`src/hw/rtl/unsorted_priority_queue_assert.svh`:
```
// Assertion helpers, clocked on clk and disabled while rst_n is low.
`ifndef UNSORTED_PRIORITY_QUEUE_ASSERT_SVH
`define UNSORTED_PRIORITY_QUEUE_ASSERT_SVH

// Same-cycle implication.
`define UPQ_ASSERT_IMP(label, ante, cons) \
  label: assert property (@(posedge clk) disable iff (!rst_n) (ante) |-> (cons)) \
    else $error("upq assertion failed");

// Next-cycle implication.
`define UPQ_ASSERT_NXT(label, ante, cons) \
  label: assert property (@(posedge clk) disable iff (!rst_n) (ante) |=> (cons)) \
    else $error("upq assertion failed");

`endif

```
`src/hw/rtl/upq_pkg.sv`:
```
package upq_pkg;

  localparam int DATA_W = 32;
  localparam int CNT_OUT_W = 5;

  localparam logic [1:0] OP_INSERT  = 2'd0;
  localparam logic [1:0] OP_EXTRACT = 2'd1;
  localparam logic [1:0] OP_PEEK    = 2'd2;
  localparam logic [1:0] OP_MODIFY  = 2'd3;

  localparam logic [1:0] ST_OK       = 2'd0;
  localparam logic [1:0] ST_EMPTY    = 2'd1;
  localparam logic [1:0] ST_FULL     = 2'd2;
  localparam logic [1:0] ST_NOTFOUND = 2'd3;

  typedef enum logic [2:0] {
    CMD_HOLD,
    CMD_ROTATE,
    CMD_WRITE,
    CMD_CLOSE,
    CMD_SETPRI
  } upq_cmd_t;

  typedef struct packed {
    upq_cmd_t                  cmd;
    logic signed [DATA_W-1:0]  val;
    logic signed [DATA_W-1:0]  pri;
  } upq_cell_ctl_t;

endpackage

```
`src/hw/rtl/upq_if.sv`:
```
interface upq_in_if;
  logic                                 valid;
  logic                                 ready;
  logic [1:0]                           opcode;
  logic signed [upq_pkg::DATA_W-1:0]    item_value;
  logic signed [upq_pkg::DATA_W-1:0]    item_priority;

  modport source (output valid, output opcode, output item_value, output item_priority,
                  input ready);
  modport sink (input valid, input opcode, input item_value, input item_priority,
                output ready);
endinterface

interface upq_out_if;
  logic                                 valid;
  logic                                 ready;
  logic signed [upq_pkg::DATA_W-1:0]    result_value;
  logic [1:0]                           status;
  logic [upq_pkg::CNT_OUT_W-1:0]        entry_count;

  modport source (output valid, output result_value, output status, output entry_count,
                  input ready);
  modport sink (input valid, input result_value, input status, input entry_count,
                output ready);
endinterface

```
`src/hw/rtl/upq_cell.sv`:
```
module upq_cell #(
  parameter int IDX = 0,
  parameter int IW  = 4
) (
  input  logic                              clk,
  input  upq_pkg::upq_cell_ctl_t            ctl,
  input  logic [IW-1:0]                     pos,
  input  logic signed [upq_pkg::DATA_W-1:0] nb_val,
  input  logic signed [upq_pkg::DATA_W-1:0] nb_pri,
  output logic signed [upq_pkg::DATA_W-1:0] val,
  output logic signed [upq_pkg::DATA_W-1:0] pri
);

  logic signed [upq_pkg::DATA_W-1:0] val_r, val_nxt;
  logic signed [upq_pkg::DATA_W-1:0] pri_r, pri_nxt;
  logic                              hit;
  logic                              at_or_after;

  assign hit         = (pos == IW'(IDX));
  assign at_or_after = (pos <= IW'(IDX));

  always_comb begin
    val_nxt = val_r;
    pri_nxt = pri_r;
    unique case (ctl.cmd)
      upq_pkg::CMD_HOLD: begin
      end
      upq_pkg::CMD_ROTATE: begin
        val_nxt = nb_val;
        pri_nxt = nb_pri;
      end
      upq_pkg::CMD_WRITE: begin
        if (hit) begin
          val_nxt = ctl.val;
          pri_nxt = ctl.pri;
        end
      end
      upq_pkg::CMD_CLOSE: begin
        if (at_or_after) begin
          val_nxt = nb_val;
          pri_nxt = nb_pri;
        end
      end
      upq_pkg::CMD_SETPRI: begin
        if (hit) begin
          pri_nxt = ctl.pri;
        end
      end
      default: begin
      end
    endcase
  end

  always_ff @(posedge clk) begin
    val_r <= val_nxt;
    pri_r <= pri_nxt;
  end

  assign val = val_r;
  assign pri = pri_r;

endmodule

```
`src/hw/rtl/unsorted_priority_queue.sv`:
```
// Max priority queue of up to CAPACITY (value, priority) pairs kept in arrival order.
// in_ch carries opcode, item_value and item_priority; out_ch returns one item per
// accepted item: result_value, status and entry_count (entries held afterwards).
// Both channels use valid/ready; an item moves on a clock edge with both high.
// Entries live in a ring of cells; cell 0 is the head that the control logic reads.
// Insert, and extract/peek/modify on an empty queue, finish without a scan: they go
// from S_IDLE straight to S_FIN, and no new item is taken until S_IDLE is back.
// Extract, peek and modify rotate the whole ring once, one cell per cycle, comparing
// at the head; then S_UPD closes the gap (extract) or rewrites a priority (modify).
// Their result then passes through S_FIN, and no new item is taken until S_IDLE is back.
// Ties go to the oldest entry; modify changes the oldest entry with a matching value.
// A result waits in the output register while out_ch.ready is low, and the next item
// is accepted and worked on meanwhile; only its own result then waits behind it.
// Reset (rst_n low, synchronous) empties the queue and the output register; cell
// contents are not cleared and are never read before being written.
module unsorted_priority_queue #(
  parameter int CAPACITY = 16
) (
  input  logic      clk,
  input  logic      rst_n,
  upq_in_if.sink    in_ch,
  upq_out_if.source out_ch
);

  localparam int IW = (CAPACITY > 1) ? $clog2(CAPACITY) : 1;
  localparam int CW = $clog2(CAPACITY + 1);
  localparam int DW = upq_pkg::DATA_W;

  localparam logic [1:0] S_IDLE = 2'd0;
  localparam logic [1:0] S_SCAN = 2'd1;
  localparam logic [1:0] S_UPD  = 2'd2;
  localparam logic [1:0] S_FIN  = 2'd3;

  logic [1:0]                      state_r, state_nxt;
  logic [CW-1:0]                   count_r, count_nxt;
  logic [IW-1:0]                   k_r, k_nxt;
  logic                            out_valid_r, out_valid_nxt;

  logic [1:0]                      op_r, op_nxt;
  logic signed [DW-1:0]            val_r, val_nxt;
  logic signed [DW-1:0]            pri_r, pri_nxt;
  logic [IW-1:0]                   best_idx_r, best_idx_nxt;
  logic signed [DW-1:0]            best_val_r, best_val_nxt;
  logic signed [DW-1:0]            best_pri_r, best_pri_nxt;
  logic                            found_r, found_nxt;
  logic signed [DW-1:0]            res_val_r, res_val_nxt;
  logic [1:0]                      res_st_r, res_st_nxt;
  logic signed [DW-1:0]            out_val_r, out_val_nxt;
  logic [1:0]                      out_st_r, out_st_nxt;
  logic [upq_pkg::CNT_OUT_W-1:0]   out_cnt_r, out_cnt_nxt;

  upq_pkg::upq_cell_ctl_t          ctl;
  logic [IW-1:0]                   pos;
  logic                            in_acc;
  logic                            live;

  logic signed [DW-1:0] cell_val [CAPACITY];
  logic signed [DW-1:0] cell_pri [CAPACITY];

  for (genvar i = 0; i < CAPACITY; i++) begin : g_cell
    upq_cell #(
      .IDX(i),
      .IW (IW)
    ) u_cell (
      .clk   (clk),
      .ctl   (ctl),
      .pos   (pos),
      .nb_val(cell_val[(i + 1) % CAPACITY]),
      .nb_pri(cell_pri[(i + 1) % CAPACITY]),
      .val   (cell_val[i]),
      .pri   (cell_pri[i])
    );
  end

  assign in_ch.ready = (state_r == S_IDLE);
  assign in_acc      = in_ch.valid && in_ch.ready;
  assign live        = (CW'(k_r) < count_r);

  always_comb begin
    state_nxt     = state_r;
    count_nxt     = count_r;
    k_nxt         = k_r;
    out_valid_nxt = out_valid_r;
    op_nxt        = op_r;
    val_nxt       = val_r;
    pri_nxt       = pri_r;
    best_idx_nxt  = best_idx_r;
    best_val_nxt  = best_val_r;
    best_pri_nxt  = best_pri_r;
    found_nxt     = found_r;
    res_val_nxt   = res_val_r;
    res_st_nxt    = res_st_r;
    out_val_nxt   = out_val_r;
    out_st_nxt    = out_st_r;
    out_cnt_nxt   = out_cnt_r;
    ctl.cmd       = upq_pkg::CMD_HOLD;
    ctl.val       = in_ch.item_value;
    ctl.pri       = in_ch.item_priority;
    pos           = count_r[IW-1:0];

    if (out_ch.ready) begin
      out_valid_nxt = 1'b0;
    end

    unique case (state_r)
      S_IDLE: begin
        if (in_acc) begin
          op_nxt      = in_ch.opcode;
          val_nxt     = in_ch.item_value;
          pri_nxt     = in_ch.item_priority;
          found_nxt   = 1'b0;
          k_nxt       = '0;
          res_val_nxt = '0;
          res_st_nxt  = upq_pkg::ST_OK;
          unique case (in_ch.opcode)
            upq_pkg::OP_INSERT: begin
              state_nxt = S_FIN;
              if (count_r == CW'(CAPACITY)) begin
                res_st_nxt = upq_pkg::ST_FULL;
              end else begin
                ctl.cmd   = upq_pkg::CMD_WRITE;
                count_nxt = count_r + 1'b1;
              end
            end
            upq_pkg::OP_EXTRACT, upq_pkg::OP_PEEK: begin
              if (count_r == '0) begin
                res_st_nxt = upq_pkg::ST_EMPTY;
                state_nxt  = S_FIN;
              end else begin
                state_nxt = S_SCAN;
              end
            end
            upq_pkg::OP_MODIFY: begin
              if (count_r == '0) begin
                res_st_nxt = upq_pkg::ST_NOTFOUND;
                state_nxt  = S_FIN;
              end else begin
                state_nxt = S_SCAN;
              end
            end
          endcase
        end
      end
      S_SCAN: begin
        ctl.cmd = upq_pkg::CMD_ROTATE;
        if (live) begin
          if (op_r == upq_pkg::OP_MODIFY) begin
            if (!found_r && (cell_val[0] == val_r)) begin
              found_nxt    = 1'b1;
              best_idx_nxt = k_r;
            end
          end else if ((k_r == '0) || (cell_pri[0] > best_pri_r)) begin
            best_idx_nxt = k_r;
            best_val_nxt = cell_val[0];
            best_pri_nxt = cell_pri[0];
          end
        end
        if (k_r == IW'(CAPACITY - 1)) begin
          k_nxt     = '0;
          state_nxt = S_UPD;
        end else begin
          k_nxt = k_r + 1'b1;
        end
      end
      S_UPD: begin
        pos       = best_idx_r;
        ctl.pri   = pri_r;
        state_nxt = S_FIN;
        unique case (op_r)
          upq_pkg::OP_EXTRACT: begin
            ctl.cmd     = upq_pkg::CMD_CLOSE;
            count_nxt   = count_r - 1'b1;
            res_val_nxt = best_val_r;
          end
          upq_pkg::OP_PEEK: begin
            res_val_nxt = best_val_r;
          end
          upq_pkg::OP_MODIFY: begin
            if (found_r) begin
              ctl.cmd = upq_pkg::CMD_SETPRI;
            end else begin
              res_st_nxt = upq_pkg::ST_NOTFOUND;
            end
          end
          upq_pkg::OP_INSERT: begin
          end
        endcase
      end
      S_FIN: begin
        if (!out_valid_r || out_ch.ready) begin
          out_valid_nxt = 1'b1;
          out_val_nxt   = res_val_r;
          out_st_nxt    = res_st_r;
          out_cnt_nxt   = upq_pkg::CNT_OUT_W'(count_r);
          state_nxt     = S_IDLE;
        end
      end
    endcase
  end

  always_ff @(posedge clk) begin
    if (!rst_n) begin
      state_r     <= S_IDLE;
      count_r     <= '0;
      k_r         <= '0;
      out_valid_r <= 1'b0;
    end else begin
      state_r     <= state_nxt;
      count_r     <= count_nxt;
      k_r         <= k_nxt;
      out_valid_r <= out_valid_nxt;
    end
  end

  always_ff @(posedge clk) begin
    op_r       <= op_nxt;
    val_r      <= val_nxt;
    pri_r      <= pri_nxt;
    best_idx_r <= best_idx_nxt;
    best_val_r <= best_val_nxt;
    best_pri_r <= best_pri_nxt;
    found_r    <= found_nxt;
    res_val_r  <= res_val_nxt;
    res_st_r   <= res_st_nxt;
    out_val_r  <= out_val_nxt;
    out_st_r   <= out_st_nxt;
    out_cnt_r  <= out_cnt_nxt;
  end

  assign out_ch.valid        = out_valid_r;
  assign out_ch.result_value = out_val_r;
  assign out_ch.status       = out_st_r;
  assign out_ch.entry_count  = out_cnt_r;

`include "unsorted_priority_queue_assert.svh"

  `UPQ_ASSERT_IMP(a_count_cap, 1'b1, count_r <= CW'(CAPACITY))
  `UPQ_ASSERT_NXT(a_insert_grows, in_acc && (in_ch.opcode == upq_pkg::OP_INSERT) && (count_r < CW'(CAPACITY)), count_r == $past(count_r) + 1'b1)
  `UPQ_ASSERT_IMP(a_scan_idle, state_r != S_SCAN, k_r == '0)
  `UPQ_ASSERT_NXT(a_scan_nonempty, in_acc && (in_ch.opcode != upq_pkg::OP_INSERT) && (count_r == '0), state_r == S_FIN)

endmodule
```
`src/flat_wrapper.sv`:
```
// flat-port wrapper written by rule: the top's interface ports become plain ports
module unsorted_priority_queue_flat 
#(
  parameter int CAPACITY = 16
)
  (clk, rst_n, in_ch_valid, in_ch_opcode, in_ch_item_value, in_ch_item_priority, in_ch_ready, out_ch_valid, out_ch_result_value, out_ch_status, out_ch_entry_count, out_ch_ready);
  upq_in_if in_ch_i ();
  upq_out_if out_ch_i ();
  input  logic clk;
  input  logic rst_n;
  input wire logic [$bits(in_ch_i.valid)-1:0] in_ch_valid;
  input wire logic [$bits(in_ch_i.opcode)-1:0] in_ch_opcode;
  input wire logic [$bits(in_ch_i.item_value)-1:0] in_ch_item_value;
  input wire logic [$bits(in_ch_i.item_priority)-1:0] in_ch_item_priority;
  output wire logic [$bits(in_ch_i.ready)-1:0] in_ch_ready;
  output wire logic [$bits(out_ch_i.valid)-1:0] out_ch_valid;
  output wire logic [$bits(out_ch_i.result_value)-1:0] out_ch_result_value;
  output wire logic [$bits(out_ch_i.status)-1:0] out_ch_status;
  output wire logic [$bits(out_ch_i.entry_count)-1:0] out_ch_entry_count;
  input wire logic [$bits(out_ch_i.ready)-1:0] out_ch_ready;
  assign in_ch_i.valid = in_ch_valid;
  assign in_ch_i.opcode = in_ch_opcode;
  assign in_ch_i.item_value = in_ch_item_value;
  assign in_ch_i.item_priority = in_ch_item_priority;
  assign in_ch_ready = in_ch_i.ready;
  assign out_ch_valid = out_ch_i.valid;
  assign out_ch_result_value = out_ch_i.result_value;
  assign out_ch_status = out_ch_i.status;
  assign out_ch_entry_count = out_ch_i.entry_count;
  assign out_ch_i.ready = out_ch_ready;
  unsorted_priority_queue #(.CAPACITY(CAPACITY)) u_core (.clk(clk), .rst_n(rst_n), .in_ch(in_ch_i), .out_ch(out_ch_i));
endmodule
```
`config.mk`:
```
export PLATFORM = sky130hd
export DESIGN_NAME = unsorted_priority_queue_flat
export DESIGN_NICKNAME = d
export VERILOG_FILES = /design/src/hw/rtl/upq_pkg.sv /design/src/hw/rtl/upq_if.sv /design/src/hw/rtl/upq_cell.sv /design/src/hw/rtl/unsorted_priority_queue.sv /design/src/flat_wrapper.sv
export VERILOG_INCLUDE_DIRS = /design/src /design/src/hw/rtl
export SDC_FILE = /design/constraint.sdc
export NUM_CORES = 2
export LEC_CHECK = 0
export ABC_AREA = 1
export BUFFER_PORTS_ARGS = -buffer_cell sky130_fd_sc_hd__buf_2
export CORE_MARGIN = 2
export CORE_UTILIZATION = 40
export DETAILED_ROUTE_END_ITERATION = 16
export SYNTH_ARGS = -nofsm -noshare
export SYNTH_HDL_FRONTEND = slang
export SYNTH_SLANG_ARGS = --single-unit
```
`constraint.sdc`:
```
create_clock -name clk -period 13.2 [get_ports clk]
set_input_delay 2.64 -clock clk [delete_from_list [all_inputs] [get_ports clk]]
set_output_delay 2.64 -clock clk [all_outputs]
set_load 0.1 [all_outputs]
```
# --- Word-level counts from Yosys, hierarchy flattened ---
# Cells that the tools add are included.
classes:
  n_addsub: 3
  n_lt_le_gt_ge: 18
  eq_ne: 92
  n_mux: 140
  bitwise: 1
  n_reduce_logical: 62
op_table:
  columns: ["op", "n"]
  rows:
  - ["case mux 32 bit (3 select lines)", 32]
  - ["two-way mux 32 bit", 67]
  - ["AND reduction 3 bit", 34]
  - ["!= test 2 bit (second input constant)", 39]
  - ["case mux 32 bit (2 select lines)", 1]
  - ["!= test 2 x 1 -> 1 bit (second input constant)", 22]
  - ["== test 4 bit (second input constant)", 9]
  - ["== test 32 bit", 1]
  - ["> comparator 32 bit", 1]
  - ["less-or-equal comparator 4 bit (second input constant)", 8]
  - ["two-way mux 4 bit", 6]
  - ["two-way mux 2 bit", 10]
  - ["two-way mux 5 bit", 4]
  - ["== test 4 x 3 -> 1 bit (second input constant)", 4]
  - ["less-or-equal comparator 4 x 3 -> 1 bit (second input constant)", 4]
  - ["== test 2 bit (second input constant)", 6]
  - ["AND reduction 4 bit", 3]
  - ["case mux 5 bit (2 select lines)", 1]
  - ["AND reduction 5 bit", 2]
  - ["two-way mux 3 bit", 3]
  - ["case mux 3 bit (3 select lines)", 1]
  - ["== test 4 x 2 -> 1 bit (second input constant)", 2]
  - ["less-or-equal comparator 4 x 1 -> 1 bit (second input constant)", 2]
  - ["less-or-equal comparator 4 x 2 -> 1 bit (second input constant)", 2]
  - ["other kinds (29)", 52]
word_totals:
  register_bits: 1244
  in_bits: 70
  elab_cells: 364

# --- Logic depth before layout (Yosys ltp) ---
logic_depth:
  depth_word: 9
  mapped_depth: 16

# --- Modules after synthesis ---
# From an unflattened synthesis, not the netlist that was laid out.
hier_totals:
  hier_cells: 5508
  hier_area_um2: 56450.4
by_module_without_submodules:
  columns: ["mod", "instances", "cells_per_inst", "area_each_um2", "seq_area_each_um2"]
  rows:
  - ["unsorted_priority_queue", 1, 766, 9292.7, 6486.2]
  - ["upq_cell at u_core.g_cell[4].u_cell", 1, 302, 3027.9, 1921.8]
  - ["upq_cell at u_core.g_cell[8].u_cell", 1, 299, 3014.1, 1921.8]
  - ["upq_cell at u_core.g_cell[14].u_cell", 1, 299, 2977.9, 1921.8]
  - ["upq_cell at u_core.g_cell[15].u_cell", 1, 291, 2967.8, 1921.8]
  - ["upq_cell at u_core.g_cell[5].u_cell", 1, 301, 2959.1, 1921.8]
  - ["upq_cell at u_core.g_cell[9].u_cell", 1, 299, 2951.6, 1921.8]
  - ["upq_cell at u_core.g_cell[2].u_cell", 1, 301, 2946.6, 1921.8]
  - ["upq_cell at u_core.g_cell[1].u_cell", 1, 299, 2940.3, 1921.8]
  - ["upq_cell at u_core.g_cell[10].u_cell", 1, 300, 2937.8, 1921.8]
  - ["upq_cell at u_core.g_cell[12].u_cell", 1, 299, 2937.8, 1921.8]
  - ["upq_cell at u_core.g_cell[0].u_cell", 1, 289, 2924.1, 1921.8]
  - ["upq_cell at u_core.g_cell[3].u_cell", 1, 292, 2921.6, 1921.8]
  - ["upq_cell at u_core.g_cell[7].u_cell", 1, 290, 2920.3, 1921.8]
  - ["3 more rows", null, null, null, null]

# --- Worst setup path before layout ---
# Ideal clock, no wire load.
synth_timing:
  path_type: "input to register"
  start: "input in_ch_valid"
  end: "register u_core.g_cell[6].u_cell.pri_r (netlist bit u_core.g_cell[6].u_cell.pri[0]), enable pin"
  setup_ns: 0.461
  arrival_time_ns: 6.560
  required_ns: 12.739
  slack_ns: 6.179
  path_stages: 11
  cell_sequence: "nand2_1 inv_2 nand3_2 nand2_2 inv_1 nand2_2 nand2_4 inv_2 buf_2 nor2_1 nor3_1"
synth_between:
  elab_chain_len: 7
synth_rtl:
  columns: ["item", "line_no", "text"]
  rows:
  - ["from (decl)", "flat_wrapper.sv:11", "input wire logic [$bits(in_ch_i.valid)-1:0] in_ch_valid;"]
  - ["logical AND 1 bit *", "unsorted_priority_queue.sv:76", "assign in_acc = in_ch.valid && in_ch.ready;"]
  - ["two-way mux 3 bit *", "unsorted_priority_queue.sv:107", "if (in_acc) begin"]
  - ["case mux 3 bit (3 select lines) *", "unsorted_priority_queue.sv:105", "unique case (state_r)"]
  - ["== test 3 bit or == test 3 x 2 -> 1 bit (tied branches)", "upq_cell.sv:25", "unique case (ctl.cmd)"]
  - ["OR reduction 2 bit (no source line)", null, null]
  - ["!= test 2 x 1 -> 1 bit (no source line) or nonzero test 3 bit (tied branches)", null, null]
  - ["AND reduction 3 bit (no source line) *", null, null]
  - ["to (signal assigned)", "upq_cell.sv:56", "pri_r <= pri_nxt;"]
  - ["to (decl)", "upq_cell.sv:15", "logic signed [upq_pkg::DATA_W-1:0] pri_r, pri_nxt;"]
# Every way passes the cells marked *; elsewhere a longest branch is shown, timed or not.
# A chain may end at the register's enable or synchronous reset.

# --- Final worst setup path ---
layout_timing:
  start: "input in_ch_valid"
  end: "register u_core.g_cell[4].u_cell.pri_r (netlist bit u_core.g_cell[4].u_cell.pri[20]), data pin"
layout_between:
  elab_chain_len: 6
layout_rtl:
  columns: ["item", "line_no"]
  rows:
  - ["logical AND 1 bit *", "unsorted_priority_queue.sv:76"]
  - ["two-way mux 3 bit *", "unsorted_priority_queue.sv:107"]
  - ["case mux 3 bit (3 select lines) *", "unsorted_priority_queue.sv:105"]
  - ["== test 3 bit or == test 3 x 2 -> 1 bit (tied branches)", "upq_cell.sv:25"]
  - ["OR reduction 2 bit (no source line)", null]
  - ["case mux 32 bit (3 select lines) *", "upq_cell.sv:25"]
  - ["via u_core.g_cell[4].u_cell.pri_nxt (one bit)", "upq_cell.sv:15"]
  - ["to (signal assigned)", "upq_cell.sv:56"]
  - ["to (decl)", "upq_cell.sv:15"]
# The timed path passes the listed nets; every way through them passes the cells marked *.

==> impl_metrics.env <==
export IMPL_outcome="complete, no violations"
export IMPL_timing_fmax_ghz=0.150
export IMPL_rrSetupSlack_ns=7.64
export IMPL_overflow=0
export IMPL_synthAdderAreaFrac_pct=1.25
export IMPL_ys_ff_latch=1244
export IMPL_synthTopCellsByArea="edfxtp_1 74%, nand2_1 17%, buf_2 1.5%, ha_1 1.2%, inv_1 1.1%"
export IMPL_dpl_cell_count=5825
export IMPL_crit_required_ns=13.77
export IMPL_routed_via_density=4.90
export IMPL_clk_insertion_delay_late_ns=0.72
export IMPL_ant_nets=0
export IMPL_worst_pin_slew_ns=1.26
export IMPL_final_cells=6043
export IMPL_area_delta_synth_final_pct=12.2
export IMPL_ys_types=41
export IMPL_cp_arrival_ns=7.23
export IMPL_numCtsBuffers=119
export IMPL_io_pins=111
export IMPL_setup_viol=0
export IMPL_ff2ff_path_depth=14
export IMPL_drv_cap=0
export IMPL_worstHoldPathType="register to register"
export IMPL_placed_area_sq_um=52000
export IMPL_synth_compound_gate_area_share_pct=1.38
export IMPL_syn_inst=4231
export IMPL_ctsHoldBuffers=0
export IMPL_tritoncts="done"
export IMPL_reg2reg_to="u_core.g_cell[4].u_cell.pri[20]"
export IMPL_maxSlewHeadroom_pct=16.1
export IMPL_initial_core_util_pct=40.3
export IMPL_cts_reportedPaths_clkPinSlew_ns=0.06
export IMPL_synthFlopType="edfxtp_1"
export IMPL_skew_ns=0.0329
export IMPL_whs_path_depth=0
export IMPL_hold_violations=0
export IMPL_fin_setup_tns_ns=0
export IMPL_cts_setup_buffers=0
export IMPL_antenna_cells=0
export IMPL_wire_per_inst_um=18.2
export IMPL_fillers=11300
export IMPL_core_area_sq_um=123000
export IMPL_synth_xor_area_share_pct=0.317
export IMPL_ys_warn_count=0
export IMPL_maxSlewViolCount=0
export IMPL_routed_wl_um=110000
export IMPL_drt_iter0_markers=3341
export IMPL_finalInstanceArea_sq_um=55800
export IMPL_grt_pass1_vias=28500
export IMPL_gp_congestion=0.779
export IMPL_peakVddDrop_uv=188
export IMPL_ys_seq_area_share_pct=74.9
export IMPL_async_flop_share_pct=0
export IMPL_antenna_found_initial=1
export IMPL_nets=4428
export IMPL_wl_met2_um=51100
export IMPL_grt_pass1_wl_um=169000
export IMPL_crit_type="primary input to register"
export IMPL_cts_sinks=1244
export IMPL_synth_edff_count=1232
export IMPL_wl_met3_um=5750
export IMPL_yosysTopAreaCellShare_pct=74.4
export IMPL_post_cts_resized=0
export IMPL_muxShareOfSynthArea_pct=0
export IMPL_grt_total_usage_pct=17.1
export IMPL_synth_top_family_by_area="simple AND/OR/NAND/NOR gates"
export IMPL_start_kind="primary input"
export IMPL_syn_area_sq_um=49700
export IMPL_seq_area_sq_um=37200
export IMPL_rows=129
export IMPL_vias=29600
export IMPL_hold_ws_ns=0.407
export IMPL_max_clock_path_buffers=3
export IMPL_multi_input_area_sq_um=11200
export IMPL_hp_start="u_core.res_val_r[7]"
export IMPL_power_density_nw_per_um2=279
export IMPL_fin_crit_sh_pct=50.5
export IMPL_reg2reg_from="u_core.state_r[0]"
export IMPL_die_area_sq_um=127000
export IMPL_synth_simple_gate_area_share_pct=19.0
export IMPL_dr_pass1_iters=8
export IMPL_io_buffer_count=110
export IMPL_root_buffer="clkbuf_16"
export IMPL_p_leak_nw=24.8
export IMPL_met1_length_um=50400
export IMPL_cp_end_kind="register"
export IMPL_yosysTopAreaCell="edfxtp_1"
export IMPL_holdPathEnd="u_core.out_ch.result_value[7]"
export IMPL_synthMostInstantiatedCell="nand2_1"
export IMPL_dieWidth_um=357
export IMPL_synth_area_per_cell_sq_um=11.8
export IMPL_h_tree_depth=3
export IMPL_grt_max_degree=266
export IMPL_min_period_ns=6.67
export IMPL_rsz0062_at_grt="false"
export IMPL_dr_max_layer_used="met5"
export IMPL_post_dp_hpwl_um=58800
export IMPL_drc=0
export IMPL_die_h_um=357
export IMPL_synth_nets=4350
export IMPL_crit_fanout=128
export IMPL_synth_common_cells="2283 x nand2_1, 1232 x edfxtp_1, 145 x buf_2"
export IMPL_final_layout_size_suffix_gt1_share_pct=9.65
layer usage:
layer | GRT usage (%) | vias to the layer above
met1 | 24.4 | 14600
met5 | 0 | -
met3 | 2.68 | 163
met4 | 4.99 | 2
li1 | - | 14100
met2 | 27.0 | 736
flip-flops by register name, summed over array words and instances (netlist names):
name / cells
u_core.state_r: 2
u_core.best_pri_r: 32
u_core.g_cell.u_cell.pri: 512
u_core.count_r: 5
u_core.out_ch.status: 2
u_core.best_idx_r: 4
u_core.found_r: 1
u_core.out_ch.result_value: 32
u_core.pri_r: 32
u_core.g_cell.u_cell.val: 512
u_core.val_r: 32
u_core.k_r: 4
u_core.op_r: 2
u_core.out_ch.valid: 1
u_core.best_val_r: 32
u_core.out_ch.entry_count: 5
u_core.res_st_r: 2
u_core.res_val_r: 32
metrics by stage:
step | power, mW | utilization (%) | setup slack, ns
after detailed placement | 12.3 | 42.1 | 5.82
final | 15.6 | 45.2 | 6.53
after global placement | 12.2 | 42.1 | 5.87
after global routing | 16.5 | 45.2 | 6.14
after CTS | 15.7 | 45.2 | 6.56
after floorplan | 10.6 | - | 6.18
logic make-up (layout without fill, tap and decap cells):
logic type	after synthesis	in the layout
adder cells (fa/ha/maj)	49	49
XOR/XNOR	18	18
flip-flops	1244	1244
AO/OA/AOI/OAI	126	126
AND/OR/NAND/NOR	2439	2439
buffers and inverters	355	530
how the worst max path moves through the flow:
| stage | start | end | slack [ns] | depth (start not counted) |
|---|---|---|---|---|
| floorplan | in_ch_valid | u_core.g_cell[6].u_cell.pri[0] | 6.18 | 11 |
| global placement | in_ch_valid | u_core.g_cell[6].u_cell.pri[22] | 5.87 | 13 |
| detailed placement | in_ch_valid | u_core.g_cell[5].u_cell.pri[25] | 5.82 | 13 |
| CTS | in_ch_valid | u_core.g_cell[5].u_cell.pri[18] | 6.56 | 13 |
| global route | in_ch_valid | u_core.g_cell[8].u_cell.pri[22] | 6.14 | 13 |
| finish | in_ch_valid | u_core.g_cell[4].u_cell.pri[20] | 6.53 | 13 |
power breakdown:
group | leakage (nW) | internal (mW) | switching [mW]
sequential | 11.7 | 7.28 | 0.603
clock | 1.85 | 1.90 | 1.48
combinational | 11.3 | 1.10 | 3.20
total | 24.8 | 10.3 | 5.28
placed cells by master (no fill, tap or decap), types with 5 or more instances in the layout:
cell type | netlist | layout
nand2_1 | 2283 | 2283
edfxtp_1 | 1232 | 1232
inv_1 | 144 | 140
clkbuf_16 | 0 | 120
buf_2 | 145 | 110
nor2_1 | 75 | 61
o21ai_0 | 58 | 58
ha_1 | 48 | 47
buf_4 | 1 | 46
a21oi_1 | 43 | 31
clkinv_1 | 0 | 29
clkinv_2 | 0 | 25
nand2_2 | 24 | 24
clkbuf_1 | 37 | 22
nand2_4 | 20 | 20
nand3_1 | 15 | 15
nor2_4 | 0 | 14
xnor2_1 | 14 | 14
inv_2 | 11 | 12
bufinv_16 | 0 | 12
dfxtp_1 | 12 | 12
a21oi_4 | 0 | 11
nand4_1 | 6 | 6
o22ai_1 | 6 | 6
or2_2 | 5 | 5
clkinvlp_4 | 0 | 5
worst max-delay path: stages:
cell	delay (ns)
buf_2	0.10
nand2_1	0.09
clkinv_2	0.58
nand3_2	0.28
nand2_2	0.11
nand3_4	0.21
nand2_4	0.05
buf_4	0.37
inv_8	0.62
buf_4	0.98
buf_4	0.84
nand2_1	0.14
nand2_1	0.11
area by class of cell:
| cell class | instances | share of cell area (%) |
|---|---|---|
| clock buffers | 142 | 5.53 |
| clock inverters | 76 | 1.29 |
| inverters | 155 | 1.06 |
| multi-input cells | 2632 | 20.0 |
| flip-flops and latches | 1244 | 66.8 |
| well taps | 1637 | 3.67 |
| repair buffers | 157 | 1.64 |
Note: power is estimated with default switching activity, not from simulation.
